$ cat src/sv/ordered_list_engine_unit_macros.svh
// ----------------------------------------------------------------------------
// Ordered list engine assertion macros
// Shared concurrent assertion forms, clocked by i_clk and held off in reset.
// ----------------------------------------------------------------------------
`ifndef ORDERED_LIST_ENGINE_UNIT_MACROS_SVH
`define ORDERED_LIST_ENGINE_UNIT_MACROS_SVH

// Same-cycle implication.
`define OLE_ASSERT_NOW(lbl, ante, cons, msg) \
    lbl: assert property (@(posedge i_clk) disable iff (!i_rst_n) (ante) |-> (cons)) \
        else $error(msg);

// Next-cycle implication.
`define OLE_ASSERT_NEXT(lbl, ante, cons, msg) \
    lbl: assert property (@(posedge i_clk) disable iff (!i_rst_n) (ante) |=> (cons)) \
        else $error(msg);

`endif

$ cat src/sv/ole_pkg.sv
// ----------------------------------------------------------------------------
// Ordered list engine package
// Item types, command and status codes, and cell control codes.
// ----------------------------------------------------------------------------
package ole_pkg;

    localparam int OLE_CAPACITY   = 16;
    localparam int OLE_VALUE_BITS = 32;

    localparam int CMD_BITS   = 3;
    localparam int POS_BITS   = 5;
    localparam int DATA_BITS  = 32;
    localparam int STAT_BITS  = 2;
    localparam int FPOS_BITS  = 4;
    localparam int COUNT_BITS = 5;

    localparam logic [CMD_BITS-1:0] CMD_INS_HEAD = 3'd0;
    localparam logic [CMD_BITS-1:0] CMD_INS_TAIL = 3'd1;
    localparam logic [CMD_BITS-1:0] CMD_INS_AT   = 3'd2;
    localparam logic [CMD_BITS-1:0] CMD_GET      = 3'd3;
    localparam logic [CMD_BITS-1:0] CMD_SEARCH   = 3'd4;
    localparam logic [CMD_BITS-1:0] CMD_RM_HEAD  = 3'd5;
    localparam logic [CMD_BITS-1:0] CMD_RM_TAIL  = 3'd6;
    localparam logic [CMD_BITS-1:0] CMD_RM_AT    = 3'd7;

    localparam logic [STAT_BITS-1:0] ST_DONE      = 2'd0;
    localparam logic [STAT_BITS-1:0] ST_IGNORED   = 2'd1;
    localparam logic [STAT_BITS-1:0] ST_NOT_FOUND = 2'd2;
    localparam logic [STAT_BITS-1:0] ST_FULL      = 2'd3;

    typedef logic [1:0] t_cell_mode;
    localparam t_cell_mode CELL_HOLD   = 2'd0;
    localparam t_cell_mode CELL_INSERT = 2'd1;
    localparam t_cell_mode CELL_REMOVE = 2'd2;
    localparam t_cell_mode CELL_ROTATE = 2'd3;

    typedef struct packed {
        logic [CMD_BITS-1:0]         command;
        logic [POS_BITS-1:0]         position;
        logic signed [DATA_BITS-1:0] value;
    } t_command;

    typedef struct packed {
        logic [STAT_BITS-1:0]        status;
        logic signed [DATA_BITS-1:0] read_value;
        logic [FPOS_BITS-1:0]        found_position;
        logic [COUNT_BITS-1:0]       item_count;
    } t_result;

    typedef struct packed {
        logic busy;
        logic rotate;
        logic done;
    } t_scan_status;

endpackage

$ cat src/sv/ole_cell.sv
// ----------------------------------------------------------------------------
// Ordered list engine cell
// One list entry; holds, loads, or takes the entry of a neighbor.
// ----------------------------------------------------------------------------
module ole_cell import ole_pkg::*; #(
    parameter int CAPACITY   = OLE_CAPACITY,
    parameter int VALUE_BITS = OLE_VALUE_BITS,
    parameter int INDEX      = 0
) (
    input  logic                          i_clk,
    input  t_cell_mode                    i_mode,
    input  logic [$clog2(CAPACITY)-1:0]   i_pos,
    input  logic [VALUE_BITS-1:0]         i_load,
    input  logic [VALUE_BITS-1:0]         i_up,
    input  logic [VALUE_BITS-1:0]         i_dn,
    output logic [VALUE_BITS-1:0]         o_q
);

    localparam int IW = $clog2(CAPACITY);
    localparam logic [IW-1:0] MY_INDEX = IW'(INDEX);

    logic [VALUE_BITS-1:0] r_q;
    logic [VALUE_BITS-1:0] n_q;

    always_comb begin
        n_q = r_q;
        unique case (i_mode)
            CELL_HOLD: begin
                n_q = r_q;
            end
            CELL_INSERT: begin
                // Entries above the insert point move up by one place.
                priority if (MY_INDEX > i_pos) begin
                    n_q = i_up;
                end else if (MY_INDEX == i_pos) begin
                    n_q = i_load;
                end else begin
                    n_q = r_q;
                end
            end
            CELL_REMOVE: begin
                if (MY_INDEX >= i_pos) begin
                    n_q = i_dn;
                end
            end
            CELL_ROTATE: begin
                n_q = i_dn;
            end
            default: begin
                n_q = r_q;
            end
        endcase
    end

    always_ff @(posedge i_clk) begin
        r_q <= n_q;
    end

    assign o_q = r_q;

endmodule

$ cat src/sv/ole_scan.sv
// ----------------------------------------------------------------------------
// Ordered list engine scan sequencer
// Walks the list past the head cell for get and search commands.
// ----------------------------------------------------------------------------
module ole_scan import ole_pkg::*; #(
    parameter int CAPACITY   = OLE_CAPACITY,
    parameter int VALUE_BITS = OLE_VALUE_BITS
) (
    input  logic                            i_clk,
    input  logic                            i_rst_n,
    input  logic                            i_start,
    input  logic                            i_search,
    input  logic [$clog2(CAPACITY)-1:0]     i_pos,
    input  logic [VALUE_BITS-1:0]           i_value,
    input  logic [$clog2(CAPACITY+1)-1:0]   i_count,
    input  logic [VALUE_BITS-1:0]           i_head,
    output t_scan_status                    o_stat,
    output t_result                         o_res
);

`include "ordered_list_engine_unit_macros.svh"

    localparam int IW = $clog2(CAPACITY);
    localparam int CW = $clog2(CAPACITY + 1);
    localparam logic [IW-1:0] LAST_STEP = IW'(CAPACITY - 1);

    logic                  r_active;
    logic                  r_done;
    logic [IW-1:0]         r_step;
    logic                  r_search;
    logic [IW-1:0]         r_pos;
    logic [VALUE_BITS-1:0] r_val;
    logic                  r_found;
    logic [IW-1:0]         r_fpos;
    logic [VALUE_BITS-1:0] r_rd;
    t_result               r_res;

    logic                  n_found;
    logic [IW-1:0]         n_fpos;
    logic [VALUE_BITS-1:0] n_rd;
    logic                  hit;
    logic                  take;
    logic                  last;
    t_result               fin_res;

    // The head cell holds the entry at position r_step during each step.
    always_comb begin
        hit     = r_search && !r_found && (CW'(r_step) < i_count) && (i_head == r_val);
        take    = !r_search && (r_step == r_pos);
        last    = (r_step == LAST_STEP);
        n_found = r_found | hit;
        n_fpos  = hit ? r_step : r_fpos;
        n_rd    = take ? i_head : r_rd;

        fin_res.item_count = COUNT_BITS'(i_count);
        if (r_search) begin
            fin_res.status         = n_found ? ST_DONE : ST_NOT_FOUND;
            fin_res.read_value     = '0;
            fin_res.found_position = n_found ? FPOS_BITS'(n_fpos) : '0;
        end else begin
            fin_res.status         = ST_DONE;
            fin_res.read_value     = DATA_BITS'($signed(n_rd));
            fin_res.found_position = '0;
        end
    end

    always_ff @(posedge i_clk) begin
        if (!i_rst_n) begin
            r_active <= 1'b0;
            r_done   <= 1'b0;
            r_step   <= '0;
        end else begin
            r_done <= 1'b0;
            if (i_start) begin
                r_active <= 1'b1;
                r_step   <= '0;
            end else if (r_active) begin
                r_step <= r_step + IW'(1);
                if (last) begin
                    r_active <= 1'b0;
                    r_done   <= 1'b1;
                end
            end
        end
    end

    always_ff @(posedge i_clk) begin
        if (i_start) begin
            r_search <= i_search;
            r_pos    <= i_pos;
            r_val    <= i_value;
            r_found  <= 1'b0;
        end else if (r_active) begin
            r_found <= n_found;
            r_fpos  <= n_fpos;
            r_rd    <= n_rd;
            if (last) begin
                r_res <= fin_res;
            end
        end
    end

    assign o_stat.busy   = r_active | r_done;
    assign o_stat.rotate = r_active;
    assign o_stat.done   = r_done;
    assign o_res         = r_res;

    `OLE_ASSERT_NEXT(a_scan_ends, r_active && last && !i_start, r_done && !r_active, "scan did not finish after its last step")
    `OLE_ASSERT_NOW(a_done_idle, r_done, !r_active, "scan result flagged while still rotating")
    `OLE_ASSERT_NEXT(a_done_pulse, r_done && !i_start, !r_done, "scan result flagged for more than one cycle")

endmodule

$ cat src/sv/ordered_list_engine_unit.sv
// ----------------------------------------------------------------------------
// Ordered list engine
// Bounded ordered list of signed values kept in a chain of entry cells.
// ----------------------------------------------------------------------------
//
//  Channel   Dir  Handshake                  Payload
//  command   in   start high, busy low       i_cmd    (t_command)
//  result    out  o_valid, one cycle strobe  o_result (t_result)
//
// Inserts, removes and any command that is rejected post their result in the
// next cycle, and a new item may be started then.
// A get in range and every search make one full rotation of the cell chain
// past the head cell, after which the scan flags done and the result is
// registered for posting; busy stays high until the result strobe.
// Reset clears the entry count, the result strobe and the scan state; the cells need no clearing.
// The receiver cannot stall; each result is shown for exactly one cycle.
// ----------------------------------------------------------------------------
module ordered_list_engine_unit import ole_pkg::*; #(
    parameter int CAPACITY   = OLE_CAPACITY,
    parameter int VALUE_BITS = OLE_VALUE_BITS
) (
    input  logic     i_clk,
    input  logic     i_rst_n,
    input  logic     start,
    output logic     busy,
    input  t_command i_cmd,
    output logic     o_valid,
    output t_result  o_result
);

`include "ordered_list_engine_unit_macros.svh"

    localparam int IW   = $clog2(CAPACITY);
    localparam int CW   = $clog2(CAPACITY + 1);
    localparam int CMPW = (CW > POS_BITS) ? CW : POS_BITS;
    localparam logic [CW-1:0] FULL_COUNT = CW'(CAPACITY);

    // List length and the registered result.
    logic [CW-1:0] r_count;
    logic [CW-1:0] n_count;
    logic          r_valid;
    t_result       r_result;

    logic                  accept;
    logic                  full;
    logic [CMPW-1:0]       pos_w;
    logic [CMPW-1:0]       cnt_w;
    logic [CW-1:0]         cnt_m1;
    logic [VALUE_BITS-1:0] val_st;
    t_cell_mode            cell_mode;
    logic [IW-1:0]         cell_pos;
    logic                  scan_start;
    logic                  scan_search;
    logic [IW-1:0]         scan_pos;
    logic [STAT_BITS-1:0]  imm_status;
    t_result               imm_res;
    t_scan_status          scan_stat;
    t_result               scan_res;

    logic [VALUE_BITS-1:0] w_q [CAPACITY];

    assign accept = start && !busy;
    assign busy   = scan_stat.busy;

    always_comb begin
        full     = (r_count >= FULL_COUNT);
        pos_w    = CMPW'(i_cmd.position);
        cnt_w    = CMPW'(r_count);
        cnt_m1   = r_count - CW'(1);
        // The input value is sign-extended or cut to the stored width.
        val_st   = VALUE_BITS'(i_cmd.value);
        scan_pos = pos_w[IW-1:0];

        n_count     = r_count;
        cell_mode   = CELL_HOLD;
        cell_pos    = pos_w[IW-1:0];
        scan_start  = 1'b0;
        scan_search = 1'b0;
        imm_status  = ST_DONE;

        if (scan_stat.rotate) begin
            cell_mode = CELL_ROTATE;
        end else if (accept) begin
            unique case (i_cmd.command)
                CMD_INS_HEAD: begin
                    if (full) begin
                        imm_status = ST_FULL;
                    end else begin
                        cell_mode = CELL_INSERT;
                        cell_pos  = '0;
                        n_count   = r_count + CW'(1);
                    end
                end
                CMD_INS_TAIL: begin
                    if (full) begin
                        imm_status = ST_FULL;
                    end else begin
                        cell_mode = CELL_INSERT;
                        cell_pos  = r_count[IW-1:0];
                        n_count   = r_count + CW'(1);
                    end
                end
                CMD_INS_AT: begin
                    // The range check takes precedence over the full check.
                    priority if (pos_w > cnt_w) begin
                        imm_status = ST_IGNORED;
                    end else if (full) begin
                        imm_status = ST_FULL;
                    end else begin
                        cell_mode = CELL_INSERT;
                        n_count   = r_count + CW'(1);
                    end
                end
                CMD_GET: begin
                    if (pos_w < cnt_w) begin
                        scan_start = 1'b1;
                    end else begin
                        imm_status = ST_IGNORED;
                    end
                end
                CMD_SEARCH: begin
                    scan_start  = 1'b1;
                    scan_search = 1'b1;
                end
                CMD_RM_HEAD: begin
                    if (r_count == '0) begin
                        imm_status = ST_IGNORED;
                    end else begin
                        cell_mode = CELL_REMOVE;
                        cell_pos  = '0;
                        n_count   = cnt_m1;
                    end
                end
                CMD_RM_TAIL: begin
                    if (r_count == '0) begin
                        imm_status = ST_IGNORED;
                    end else begin
                        cell_mode = CELL_REMOVE;
                        cell_pos  = cnt_m1[IW-1:0];
                        n_count   = cnt_m1;
                    end
                end
                CMD_RM_AT: begin
                    if (pos_w >= cnt_w) begin
                        imm_status = ST_IGNORED;
                    end else begin
                        cell_mode = CELL_REMOVE;
                        n_count   = cnt_m1;
                    end
                end
                default: begin
                    imm_status = ST_IGNORED;
                end
            endcase
        end

        imm_res.status         = imm_status;
        imm_res.read_value     = '0;
        imm_res.found_position = '0;
        imm_res.item_count     = COUNT_BITS'(n_count);
    end

    // The chain: each cell sees its lower neighbor for inserts and its upper
    // neighbor for removes; the top cell wraps to the head so that a full
    // rotation restores the list.
    for (genvar g = 0; g < CAPACITY; g++) begin : g_cell
        localparam int UP_IDX = (g == 0) ? 0 : g - 1;
        localparam int DN_IDX = (g + 1) % CAPACITY;

        ole_cell #(
            .CAPACITY   (CAPACITY),
            .VALUE_BITS (VALUE_BITS),
            .INDEX      (g)
        ) u_cell (
            .i_clk  (i_clk),
            .i_mode (cell_mode),
            .i_pos  (cell_pos),
            .i_load (val_st),
            .i_up   (w_q[UP_IDX]),
            .i_dn   (w_q[DN_IDX]),
            .o_q    (w_q[g])
        );
    end

    ole_scan #(
        .CAPACITY   (CAPACITY),
        .VALUE_BITS (VALUE_BITS)
    ) u_scan (
        .i_clk    (i_clk),
        .i_rst_n  (i_rst_n),
        .i_start  (scan_start),
        .i_search (scan_search),
        .i_pos    (scan_pos),
        .i_value  (val_st),
        .i_count  (r_count),
        .i_head   (w_q[0]),
        .o_stat   (scan_stat),
        .o_res    (scan_res)
    );

    always_ff @(posedge i_clk) begin
        if (!i_rst_n) begin
            r_count <= '0;
            r_valid <= 1'b0;
        end else begin
            r_count <= n_count;
            r_valid <= (accept && !scan_start) || scan_stat.done;
        end
    end

    always_ff @(posedge i_clk) begin
        if (scan_stat.done) begin
            r_result <= scan_res;
        end else begin
            r_result <= imm_res;
        end
    end

    assign o_valid  = r_valid;
    assign o_result = r_result;

    `OLE_ASSERT_NOW(a_count_max, 1'b1, r_count <= FULL_COUNT, "entry count above capacity")
    `OLE_ASSERT_NEXT(a_quick_result, accept && !scan_start, o_valid, "one-cycle item gave no result")
    `OLE_ASSERT_NOW(a_result_count, o_valid, o_result.item_count == COUNT_BITS'(r_count), "result count differs from the list length")

endmodule
$ cat config.mk
export PLATFORM = sky130hd
export DESIGN_NAME = ordered_list_engine_unit
export DESIGN_NICKNAME = d
export VERILOG_FILES = /design/src/sv/ole_pkg.sv /design/src/sv/ole_cell.sv /design/src/sv/ole_scan.sv /design/src/sv/ordered_list_engine_unit.sv
export VERILOG_INCLUDE_DIRS = /design/src /design/src/sv
export SDC_FILE = /design/constraint.sdc
export NUM_CORES = 1
export LEC_CHECK = 0
export BUFFER_PORTS_ARGS = -buffer_cell sky130_fd_sc_hd__buf_2
export CORE_MARGIN = 2
export CORE_UTILIZATION = 60
export CTS_CLUSTER_SIZE = 12
export DETAILED_ROUTE_END_ITERATION = 10
export PLACE_DENSITY = 0.76
export RECOVER_POWER = 50
export REMOVE_ABC_BUFFERS = 1
export SLEW_MARGIN = 20
export SYNTH_ARGS = -nofsm -noshare
export SYNTH_HDL_FRONTEND = slang
export SYNTH_SLANG_ARGS = --single-unit
export TNS_END_PERCENT = 20
$ cat constraint.sdc
create_clock -name i_clk -period 6.6 [get_ports i_clk]
set_input_delay 0 -clock i_clk [delete_from_list [all_inputs] [get_ports i_clk]]
set_output_delay 0 -clock i_clk [all_outputs]
set_load 0.005 [all_outputs]
After elaboration in Yosys (flattened, before gate mapping)
Cells that the tools add are included.
{"block": "word_totals", "ff_bits": 684, "inputBits": 43, "output_inout_bits": 45, "elab_cells": 288}
{"block": "classes", "addsub": 3, "order_cmp": 37, "eq_ne": 61, "muxes": 106, "bitwise_logic": 7, "n_reduce_logical": 39}
{"cell": "$mux W32", "n": 49}
{"cell": "$pmux W32 S3", "n": 16}
{"cell": "$reduce_and A3 Y1", "n": 16}
{"cell": "$ne A3 B1 Y1 const B", "n": 15}
{"cell": "$mux W43", "n": 1}
{"cell": "$ne A2 B1 Y1 const B", "n": 17}
{"cell": "$eq A32 B32 Y1", "n": 1}
{"cell": "$eq A4 B4 Y1 const A", "n": 8}
{"cell": "$ge A4 B4 Y1 const A", "n": 8}
{"cell": "$gt A4 B4 Y1 const A", "n": 8}
{"cell": "$mux W5", "n": 6}
{"cell": "$mux W4", "n": 7}
{"cell": "$mux W2", "n": 10}
{"cell": "$pmux W5 S4", "n": 1}
{"cell": "$eq A3 B4 Y1 const A", "n": 4}
{"cell": "$ge A3 B4 Y1 const A", "n": 4}
{"cell": "$gt A3 B4 Y1 const A", "n": 4}
{"cell": "$pmux W4 S4", "n": 1}
{"cell": "$eq A3 B3 Y1 const B", "n": 4}
{"cell": "$mux W1", "n": 12}
{"cell": "$pmux W2 S5", "n": 1}
{"cell": "$eq A2 B4 Y1 const A", "n": 2}
{"cell": "$ge A1 B4 Y1 const A", "n": 2}
{"cell": "$ge A2 B4 Y1 const A", "n": 2}
{"cell": "33 further kinds", "n": 54}

Logic depth before layout (Yosys ltp)
Gate-level depths: netlist of the first run.
{"block": "depth", "word_depth": 9, "depth_mapped": 13, "mapped_depth_nobuf": 10}

Modules after synthesis
From an unflattened synthesis of the first run, not the netlist that was laid out.
{"block": "hier_totals", "hier_cells": 2912, "hier_area_um2": 34937.3}
{"module": "ole_scan", "n_inst": 1, "cells_per_inst": 293, "area_per_inst_um2": 4964.8, "seq_area_each_um2": 3593.4}
{"module": "ordered_list_engine_unit", "n_inst": 1, "cells_per_inst": 248, "area_per_inst_um2": 2247.2, "seq_area_each_um2": 980.9}
{"module": "ole_cell at g_cell[2].u_cell", "n_inst": 1, "cells_per_inst": 190, "area_per_inst_um2": 2170.8, "seq_area_each_um2": 960.9}
{"module": "ole_cell at g_cell[12].u_cell", "n_inst": 1, "cells_per_inst": 183, "area_per_inst_um2": 2044.5, "seq_area_each_um2": 960.9}
{"module": "ole_cell at g_cell[14].u_cell", "n_inst": 1, "cells_per_inst": 179, "area_per_inst_um2": 1901.8, "seq_area_each_um2": 960.9}
{"module": "ole_cell at g_cell[6].u_cell", "n_inst": 1, "cells_per_inst": 177, "area_per_inst_um2": 1785.5, "seq_area_each_um2": 960.9}
{"module": "ole_cell at g_cell[7].u_cell", "n_inst": 1, "cells_per_inst": 177, "area_per_inst_um2": 1756.7, "seq_area_each_um2": 960.9}
{"module": "ole_cell at g_cell[10].u_cell", "n_inst": 1, "cells_per_inst": 177, "area_per_inst_um2": 1704.1, "seq_area_each_um2": 960.9}
{"module": "ole_cell at g_cell[8].u_cell", "n_inst": 1, "cells_per_inst": 141, "area_per_inst_um2": 1685.4, "seq_area_each_um2": 960.9}
{"module": "ole_cell at g_cell[13].u_cell", "n_inst": 1, "cells_per_inst": 141, "area_per_inst_um2": 1674.1, "seq_area_each_um2": 960.9}
{"module": "ole_cell at g_cell[3].u_cell", "n_inst": 1, "cells_per_inst": 141, "area_per_inst_um2": 1666.6, "seq_area_each_um2": 960.9}
{"module": "ole_cell at g_cell[4].u_cell", "n_inst": 1, "cells_per_inst": 142, "area_per_inst_um2": 1666.6, "seq_area_each_um2": 960.9}
{"module": "ole_cell at g_cell[9].u_cell", "n_inst": 1, "cells_per_inst": 151, "area_per_inst_um2": 1660.3, "seq_area_each_um2": 960.9}
{"module": "ole_cell at g_cell[1].u_cell", "n_inst": 1, "cells_per_inst": 141, "area_per_inst_um2": 1657.8, "seq_area_each_um2": 960.9}
{"module": "4 more rows"}

Worst setup path before layout of the first run
Ideal clock, no wire load.
{"block": "synth_path", "path_type": "reg2reg", "start": "reg r_count[4] (netlist: cnt_w[4])", "end": "reg g_cell[1].u_cell.r_q[0], enable pin", "setup_time_ns": 0.470, "arrival_ns": 5.285, "required_time_ns": 6.130, "slack_ns": 0.845, "path_stages_with_launch": 13, "n_path_buf": 4, "period_less_slack_ns": 5.755, "path_cell_list": "dfxtp_1 clkbuf_1 inv_1 ha_1 and2_1 a221oi_1 o211ai_1 a22oi_2 buf_4 buf_2 buf_2 nor2_1 o31ai_1"}
{"block": "synth_via", "elab_chain_len": 9, "elab_cells_between_ends": 28, "cone_classes": "order compare: 5; eq/ne: 5; mux: 14; bitwise: 1; reduce/logical: 3"}
{"element": "from (decl)", "line_no": "ordered_list_engine_unit.sv:39", "text": "logic [CW-1:0] r_count;"}
{"element": "from (signal assigned)", "line_no": "ordered_list_engine_unit.sv:206", "text": "r_count <= n_count;"}
{"element": "parallel branches: the longest is 8 deep, another holds $ge A5 B5 Y1"}
{"element": "$reduce_and A3 Y1 (no line) *"}
{"element": "to (signal assigned)", "line_no": "ole_cell.sv:56", "text": "r_q <= n_q;"}
{"element": "to (decl)", "line_no": "ole_cell.sv:22", "text": "logic [VALUE_BITS-1:0] r_q;"}
Every way passes the cells marked *.
A chain may end at the register's enable or synchronous reset.

Worst setup path in the final report of the first run
{"block": "layout_path", "start": "reg u_scan.r_done", "end": "reg g_cell[12].u_cell.r_q[16], enable pin"}
{"block": "layout_via", "elab_chain_len": 8, "elab_cells_between_ends": 17, "cone_classes": "order compare: 2; eq/ne: 5; mux: 4; bitwise: 2; reduce/logical: 4"}
{"element": "from (decl)", "line_no": "ole_scan.sv:28", "text": "logic r_done;"}
{"element": "from (signal assigned)", "line_no": "ole_scan.sv:70", "text": "r_done <= 1'b0;"}
{"element": "from (signal assigned)", "line_no": "ole_scan.sv:73", "text": "r_done <= 1'b0;"}
{"element": "from (signal assigned)", "line_no": "ole_scan.sv:81", "text": "r_done <= 1'b1;"}
{"element": "$or A1 B1 Y1 *", "line_no": "ole_scan.sv:103", "text": "assign o_stat.busy = r_active | r_done;"}
{"element": "$logic_not A1 Y1 *", "line_no": "ordered_list_engine_unit.sv:62", "text": "assign accept = start && !busy;"}
{"element": "$logic_and A1 B1 Y1 *", "line_no": "ordered_list_engine_unit.sv:62"}
{"element": "$mux W4 / $mux W2 (equally long branches)", "line_no": "ordered_list_engine_unit.sv:83", "text": "end else if (accept) begin"}
{"element": "$mux W4 / $mux W2 (equally long branches)", "line_no": "ordered_list_engine_unit.sv:81", "text": "if (scan_stat.rotate) begin"}
{"element": "$gt A4 B4 Y1 (tied with other cells)", "line_no": "ole_cell.sv:33", "text": "priority if (MY_INDEX > i_pos) begin"}
{"element": "$ne A3 B1 Y1 (no line) (tied with other cells)"}
{"element": "$reduce_and A3 Y1 (no line) *"}
{"element": "to (signal assigned)", "line_no": "ole_cell.sv:56"}
{"element": "to (decl)", "line_no": "ole_cell.sv:22"}
Every way passes the cells marked *; elsewhere a longest branch is shown, timed or not.

==> impl_results.md, run 1 <==
- Worst reg2reg startpoint: u_scan.r_done$_SDFF_PP0_
- Combinational group share of total power: 0.144
- Initial Util: 0.608
- Mapped cell area: 32800 um2
- Pin count of the biggest net entering global routing: 309
- Yosys cell types: 68
- Minimum clock period: 5.73 ns
- Synthesized flop and latch total: 683
- GRT overflow: 0
- Outcome: finished with violations
- TNS Setup: 0 ns
- Num CTS Buffers: 72
- Cell Chain, Critical Path: or3b_1 > a31o_2 > and2_4 > buf_4 > nor3_1 > a21oi_2 > buf_4
- Port bufs: 87
- Internal power: 7.90 mW
- Core area: 53900 um2
- WL/cell: 25.7 um
- Via count: 24100
- First drt pass iteration count: 6
- Detail Route Antenna Nets: 0
- First-pass GRT wire length: 139 mm
- Crit share post-route: 0.868
- Worst hold-check path type: in2reg
- R2r endpoint: g_cell[12].u_cell.o_q[16]$_DFFE_PP_
- CTS Buffer Depth: 3
- Top_reg_cell synth: edfxtp_1
- Setup Buffers After CTS: 0
- Slowest-stage cell, CP: dfxtp_1
- Routability cong.: 0.875
- Area leader, netlist: edfxtp_1
- Crit Path Category: reg2reg
- Worst-path clk slew: 0.06 ns
- Synth top cells by count: edfxtp_1 (627), nand2_1 (532), mux2i_1 (259), nand3_1 (199), o21ai_0 (181)
- CTS Sinks: 683
- Num ports: 88
- Die width: 238 um
- Synthesized instance count: 2827
- Gr usage total: 0.325
- Starting DRC count in detailed routing: 3524
- Residual DRC: 0
- Full die area: 56500 um2
- PwrDens: 297 nW/um2
- Rel. slew slack: -0.764
- Layout Cells excl Fill: 3582
- Cell area after layout: 36200 um2
- Most frequent CP cell: buf_4
- Layout Skew: 0.0265 ns
- Via/cell ratio: 6.73
- Max VDD drop: 0.000216 V
- CP max FO: 47
- Switching Fraction: 0.265
- Post-synth EDFFs: 627
- Clock root cell: clkbuf_16
- Final HPWL DP: 52.5 mm
- TritonCTS clock tree: done
- RSZ-0062 raised after global routing: false
- Final Util: 0.672
- Post-synthesis area per instance: 11.6 um2
- Final Power: 10.8 mW
- # nets final: 2883
- Post-Place Cells: 3408
- Area delta synth->final: 10.5%
- Share of cells above drive strength 1: 0.0901
- CP Capture Type: flip-flop
- Failing checks: max-capacitance violations, max-slew violations
- Slew at the pin with the worst max-slew slack: 2.65 ns
- Slowest stage delay, CP: 1.59 ns
- Sequential fraction of the synthesis area: 0.609
- Max-slew violations: 425
- Initial antenna violation count: 0
- CP Launch Type: flip-flop
- Seq pwr share: 0.492
- Max-cap violations: 14
- Hold EP: o_result[41]$_SDFF_PP0_
- Synth async-reset ratio: 0
- Clock network fraction of total power: 0.364
- Yosys top cell area share: 0.575
- Final WS setup: 0.871 ns
- HP Start: i_cmd[37]
- Final hold slack: 0.0645 ns
- Worst R2R Setup Slack: 0.87 ns
- H-tree Lvls: 3
- Hold Fails Final Rpt: 0
- Fmax: 175 MHz
- Hold path cells: 4
- Synth area leaders: edfxtp_1 (57%), mux2i_1 (7.9%), nand2_1 (6.1%)
- Yosys warning total: 0
- Skew-Pair Late Insertion Delay: 0.62 ns
- Psw: 2.85 mW
- Area after DPL: 33700 um2
- Setup violators final: 0
- Cell Rows: 85
- Die height: 238 um
- Most common cell in the netlist: edfxtp_1
- Final WL: 91.9 mm
- Lkg Pwr: 12.1 nW
- Pre-CTS setup slack: 1.67 ns
- Crit path DAT: 5.98 ns
- Crit path required time: 6.85 ns
- Vias in the first global route: 23300
- Reg2Reg Depth: 7
==> state kept, by name, summed over array words and instances (netlist names) <==
name,flops
u_scan.r_active,1
u_scan.r_rd,32
u_scan.r_found,1
o_valid,1
o_result,43
u_scan.r_done,1
u_scan.r_val,32
u_scan.r_pos,4
u_scan.r_search,1
u_scan.r_step,4
u_scan.r_fpos,4
u_scan.o_res,42
cnt_w,5
g_cell.u_cell.o_q,512
==> cells by family (layout without fill, tap and decap cells) <==
group,count (synthesis),in the layout,synth area share
compound gates,608,608,0.124
xor+xnor,41,41,0.0110
fa+ha+maj,11,11,0.00420
buf+inv,263,321,0.0352
flops,683,683,0.609
mux,298,298,0.0925
other cells,0,1,0
simple gates,923,923,0.125
==> critical path: cells and delay by family (launching register included) <==
family | cells | cell delay (ns)
AND/OR/NAND/NOR | 3 | 1.17
buffers and inverters | 2 | 1.17
flip-flops | 1 | 1.59
AO/OA/AOI/OAI | 2 | 1.37
==> power groups by stage <==
stage / clock [mW] / sequential, mW / combinational [mW]
5_1_grt: 4.12 / 5.31 / 1.65
2_1_floorplan: 0 / 5.34 / 1.09
6_report: 3.92 / 5.29 / 1.55
4_1_cts: 3.95 / 5.28 / 1.52
3_3_place_gp: 0 / 5.36 / 1.42
3_5_place_dp: 0 / 5.37 / 1.48
==> per-layer routing <==
layer  vias up  track usage  share of wire
li1      10500            -              -
met2      1507        0.506           0.46
met5         -            0              0
met4         0        0.129          0.039
met3       262       0.0705           0.11
met1     11800        0.449           0.39
==> final cells by class <==
| type | instances | area, um2 |
|---|---|---|
| fill | 3969 | 17700 |
| inverter | 14 | 52.6 |
| clock inverter | 9 | 71.3 |
| antenna | 1 | 2.50 |
| sequential | 683 | 19900 |
| timing repair buffer | 177 | 1250 |
| multi-input combinational | 1881 | 11900 |
| tap | 696 | 871 |
| clock buffer | 121 | 2170 |
==> worst max-delay path by stage <==
stage	start	endpoint	slack, ns	depth (start not counted)
final	u_scan.r_done$_SDFF_PP0_	g_cell[12].u_cell.o_q[16]$_DFFE_PP_	0.87	7
after global routing	u_scan.r_done$_SDFF_PP0_	g_cell[10].u_cell.o_q[4]$_DFFE_PP_	0.69	7
after CTS	cnt_w[1]$_SDFF_PN0_	g_cell[14].u_cell.o_q[10]$_DFFE_PP_	1.69	10
after detailed placement	u_scan.r_done$_SDFF_PP0_	g_cell[14].u_cell.o_q[14]$_DFFE_PP_	1.67	7
after global placement	u_scan.r_done$_SDFF_PP0_	g_cell[4].u_cell.o_q[11]$_DFFE_PP_	1.71	8
after floorplan	u_scan.r_active$_SDFF_PN0_	g_cell[5].u_cell.o_q[0]$_DFFE_PP_	-18.80	7
==> what timing repair did <==
| item | CTS | global route |
|---|---|---|
| gates resized for setup | 0 | 0 |
| hold buffers | 39 | 0 |
| endpoints found under the hold margin | 370 | 0 |
==> cell usage in the layout (no fill, tap or decap), types with 32 or more instances in the layout <==
cell type        n
dfxtp_1         56
buf_2           34
clkbuf_16       77
xnor2_1         37
nor2b_1         39
o21ai_1         48
nand2_1        531
o21ai_0        190
o211ai_1       166
a31o_2          34
nor2_1          54
a32oi_1         32
nand3_1        199
clkbuf_1        97
a32o_1          32
mux2i_1        259
dlygate4sd3_1   39
edfxtp_1       627
a21oi_1         46
Power figures use the tool's default switching activity.
==> inputs of run 2 (changes only) <==
--- a/config.mk
+++ b/config.mk
@@ -7,6 +7,7 @@
 export NUM_CORES = 1
 export LEC_CHECK = 0
 export BUFFER_PORTS_ARGS = -buffer_cell sky130_fd_sc_hd__buf_2
+export CORE_ASPECT_RATIO = 1.1
 export CORE_MARGIN = 2
 export CORE_UTILIZATION = 60
 export CTS_CLUSTER_SIZE = 12
@@ -17,5 +18,6 @@
 export SLEW_MARGIN = 20
 export SYNTH_ARGS = -nofsm -noshare
 export SYNTH_HDL_FRONTEND = slang
+export SYNTH_HIERARCHICAL = 1
 export SYNTH_SLANG_ARGS = --single-unit
 export TNS_END_PERCENT = 20
==> run 2 against run 1 <==
The run still ends with max-capacitance violations, max-slew violations left. First-iteration DRC count fell by 7.7%. Core utilization fell by 1.6 points. Die area rose by 6.5%. Sequential cell count did not move. Largest cell class unchanged. Largest power group unchanged. Highest routed layer unchanged.
==> impl_results.md, run 2 <==
- Max FFs per register: 512 (unchanged)
- Most common cell after layout, fill and taps aside: edfxtp_1
- Die width: 234 um (-1.5%)
- Crit path required time: 6.92 ns (+0.07 ns)
- Mapped cell area: 34900 um2 (+6.6%)
- Worst-path clk slew: 0.06 ns (about the same)
- RSZ-0062 raised after global routing: false
- Clock root cell: clkbuf_16
- Gr usage total: 0.303 (-0.0218)
- Cell Rows: 92 (+8.2%)
- Final hold slack: 0.0474 ns (-0.0171 ns)
- Share of cells above drive strength 1: 0.0968 (+0.00669)
- Via/cell ratio: 6.55 (-2.7%)
- Layout Cells excl Fill: 3727 (+4.0%)
- Cell Chain, Critical Path: or2_2 > nor2b_1 > nor2b_1 > o21ai_0 > a22o_4 > buf_12 > nor2_1 > buf_16 > mux2i_1 > o21ai_1
- Yosys warning total: 6 (+6)
- Setup Buffers After CTS: 0 (unchanged)
- Die height: 257 um (+8.2%)
- Yosys top cell area share: 0.539 (-0.0356)
- Synthesized instance count: 2912 (+3.0%)
- Core area: 57400 um2 (+6.5%)
- Crit Path Category: reg2reg
- Slowest stage delay, CP: 1.34 ns (-0.25 ns)
- Synth async-reset ratio: 0 (unchanged)
- Yosys cell types: 87 (+28%)
- Detail Route Antenna Nets: 0 (unchanged)
- TritonCTS clock tree: done
- Crit path DAT: 5.82 ns (-0.16 ns)
- # nets final: 2974 (+3.2%)
- Routability cong.: 0.892 (+1.9%)
- Max-cap violations: 11 (-3)
- Full die area: 60200 um2 (+6.5%)
- Fillers: 4357 (+9.8%)
- Outcome: finished with violations
- Most common cell in the netlist: edfxtp_1
- PwrDens: 286 nW/um2 (-3.8%)
- CTS Sinks: 683 (unchanged)
- Setup violators final: 0 (unchanged)
- Pin count of the biggest net entering global routing: 205 (-34%)
- Rel. slew slack: -0.616 (+0.147)
- Top_reg_cell synth: edfxtp_1
- Synthesized flop and latch total: 683 (unchanged)
- Final WL: 92.4 mm (+0.54%)
- Worst hold-check path type: in2reg
- First drt pass iteration count: 6 (unchanged)
- Synth area leaders: edfxtp_1 (54%), mux2i_1 (5.6%), nand2_1 (4.0%)
- Max VDD drop: 0.000176 V (-18%)
- Max-slew violations: 520 (+22%)
- Synth top cells by count: edfxtp_1 (627), nand2_1 (368), a21oi_1 (213), mux2i_1 (194), o21ai_1 (187)
- Failing checks: max-capacitance violations, max-slew violations
- Layout Skew: 0.0256 ns (-0.000888 ns)
- Hold Fails Final Rpt: 0 (unchanged)
- GRT overflow: 0 (unchanged)
- Num CTS Buffers: 72 (unchanged)
- Commonest non-fill, non-tap cells in the layout: edfxtp_1 (627), nand2_1 (367), a21oi_1 (213), mux2i_1 (194), nor2b_1 (170)
- H-tree Lvls: 3 (unchanged)
- CP Capture Type: flip-flop
- First-pass GRT wire length: 140 mm (+0.35%)
- Crit share post-route: 0.833 (-0.0349)
- Diodes inserted: 0 (-1)
- Via count: 24400 (+1.3%)
- Most frequent CP cell: nor2b_1
- Minimum clock period: 5.50 ns (-0.230 ns)
- Lkg Pwr: 12.7 nW (+4.9%)
- Post-synth EDFFs: 627 (unchanged)
- Initial antenna violation count: 1 (+1)
- Area delta synth->final: 7.84%
- Starting DRC count in detailed routing: 3251 (-7.7%)
- WL/cell: 24.8 um (-3.4%)
- Num ports: 88 (unchanged)
- Slowest-stage cell, CP: nor2_1
- Initial Util: 0.608 (about the same)
- Fmax: 182 MHz (+4.2%)
- Post-synthesis area per instance: 12.0 um2 (+3.5%)
- Sequential fraction of the synthesis area: 0.571 (-0.0377)
- Residual DRC: 0 (unchanged)
- Final Util: 0.656 (-0.0157)
- Slew at the pin with the worst max-slew slack: 2.42 ns (-0.221 ns)
- Vias in the first global route: 22600 (-3.0%)
- CP Launch Type: flip-flop
- CTS Buffer Depth: 3 (unchanged)
- CP max FO: 149 (+220%)
- Area leader, netlist: edfxtp_1
- Port bufs: 87 (unchanged)
- Skew-Pair Late Insertion Delay: 0.62 ns (about the same)
- Post-Place Cells: 3555 (+4.3%)
- Final HPWL DP: 59.6 mm (+13%)
- TNS Setup: 0 ns (unchanged)
[run 2: cell count changes after synthesis, sizes merged, moves of 58 or more]
cell / change
and2: +58
nor2b: +133
nand3: -188
o211ai: -162
a221o: +63
o31a: +96
nand2: -165
nand2b: +62
a21oi: +218
mux2i: -65
[run 2: cell families after synthesis]
family	count (synthesis)	share of synthesized area
buf+inv	241	0.0448
flops	683	0.571
xor+xnor	40	0.0100
other cells	1	0.000107
compound gates	799	0.155
fa+ha+maj	26	0.00849
simple gates	860	0.130
mux	262	0.0810
[run 2: where the power goes]
group / internal (mW) / switching [mW] / leakage [nW]
Combinational: 0.546 / 0.943 / 5.44
Clock: 2.26 / 1.65 / 1.08
Sequential: 5.18 / 0.189 / 6.21
[run 2: critical path, delay by kind of cell, from the launching register on]
family,cells,cell delay [ns]
simple gates,4,2.45
flops,1,0.78
mux,1,0.30
buf+inv,2,0.67
compound gates,3,0.87
[run 2: final timing paths]
path | cells past startpoint | slack [ns] | startpoint | endpoint
hold reg to reg | 1 | 0.44 | u_scan/o_res[17]$_SDFFCE_PP0P_ | o_result[17]$_SDFF_PN0_
setup / recovery | 10 | 1.10 | u_scan/r_done$_SDFF_PP0_ | g_cell[4].u_cell/o_q[31]$_DFFE_PP_
hold / removal | 3 | 0.05 | i_cmd[39] | u_scan/r_search$_DFFE_PP_
setup reg to reg | 10 | 1.10 | u_scan/r_done$_SDFF_PP0_ | g_cell[4].u_cell/o_q[31]$_DFFE_PP_
[run 2: metrics by stage]
stage | worst slack, ns | area, um2 | power (mW)
6_report | 1.10 | 37700 | 10.8
2_1_floorplan | -8.78 | 33400 | 6.54
5_1_grt | 0.714 | 37700 | 11.1
3_3_place_gp | 1.85 | 35200 | 6.83
3_5_place_dp | 1.73 | 35300 | 6.90
4_1_cts | 1.73 | 37900 | 10.8
[run 2: metal layers]
| layer | wire length (um) | global-route usage | share of wire | vias up |
|---|---|---|---|---|
| li1 | - | - | - | 10900 |
| met1 | 39300 | 0.475 | 0.42 | 12000 |
| met2 | 40500 | 0.429 | 0.44 | 1435 |
| met3 | 10800 | 0.0617 | 0.12 | 129 |
| met4 | 1770 | 0.0826 | 0.019 | 0 |
| met5 | 0 | 0 | 0 | - |
[run 2: repair_timing]
item | CTS | global route
gates resized for setup | 0 | 0
hold buffers | 40 | 0
endpoints found under the hold margin | 142 | 0
[run 2: layout make-up]
cell class                 instances  area, um2  area share
clock buffer                     118       2180      0.0579
clock inverter                    12       68.8     0.00183
inverter                          15       56.3     0.00149
multi-input combinational       1988      13400       0.356
sequential                       683      19900       0.529
tap                              752        941      0.0250
timing repair buffer             159       1070      0.0285
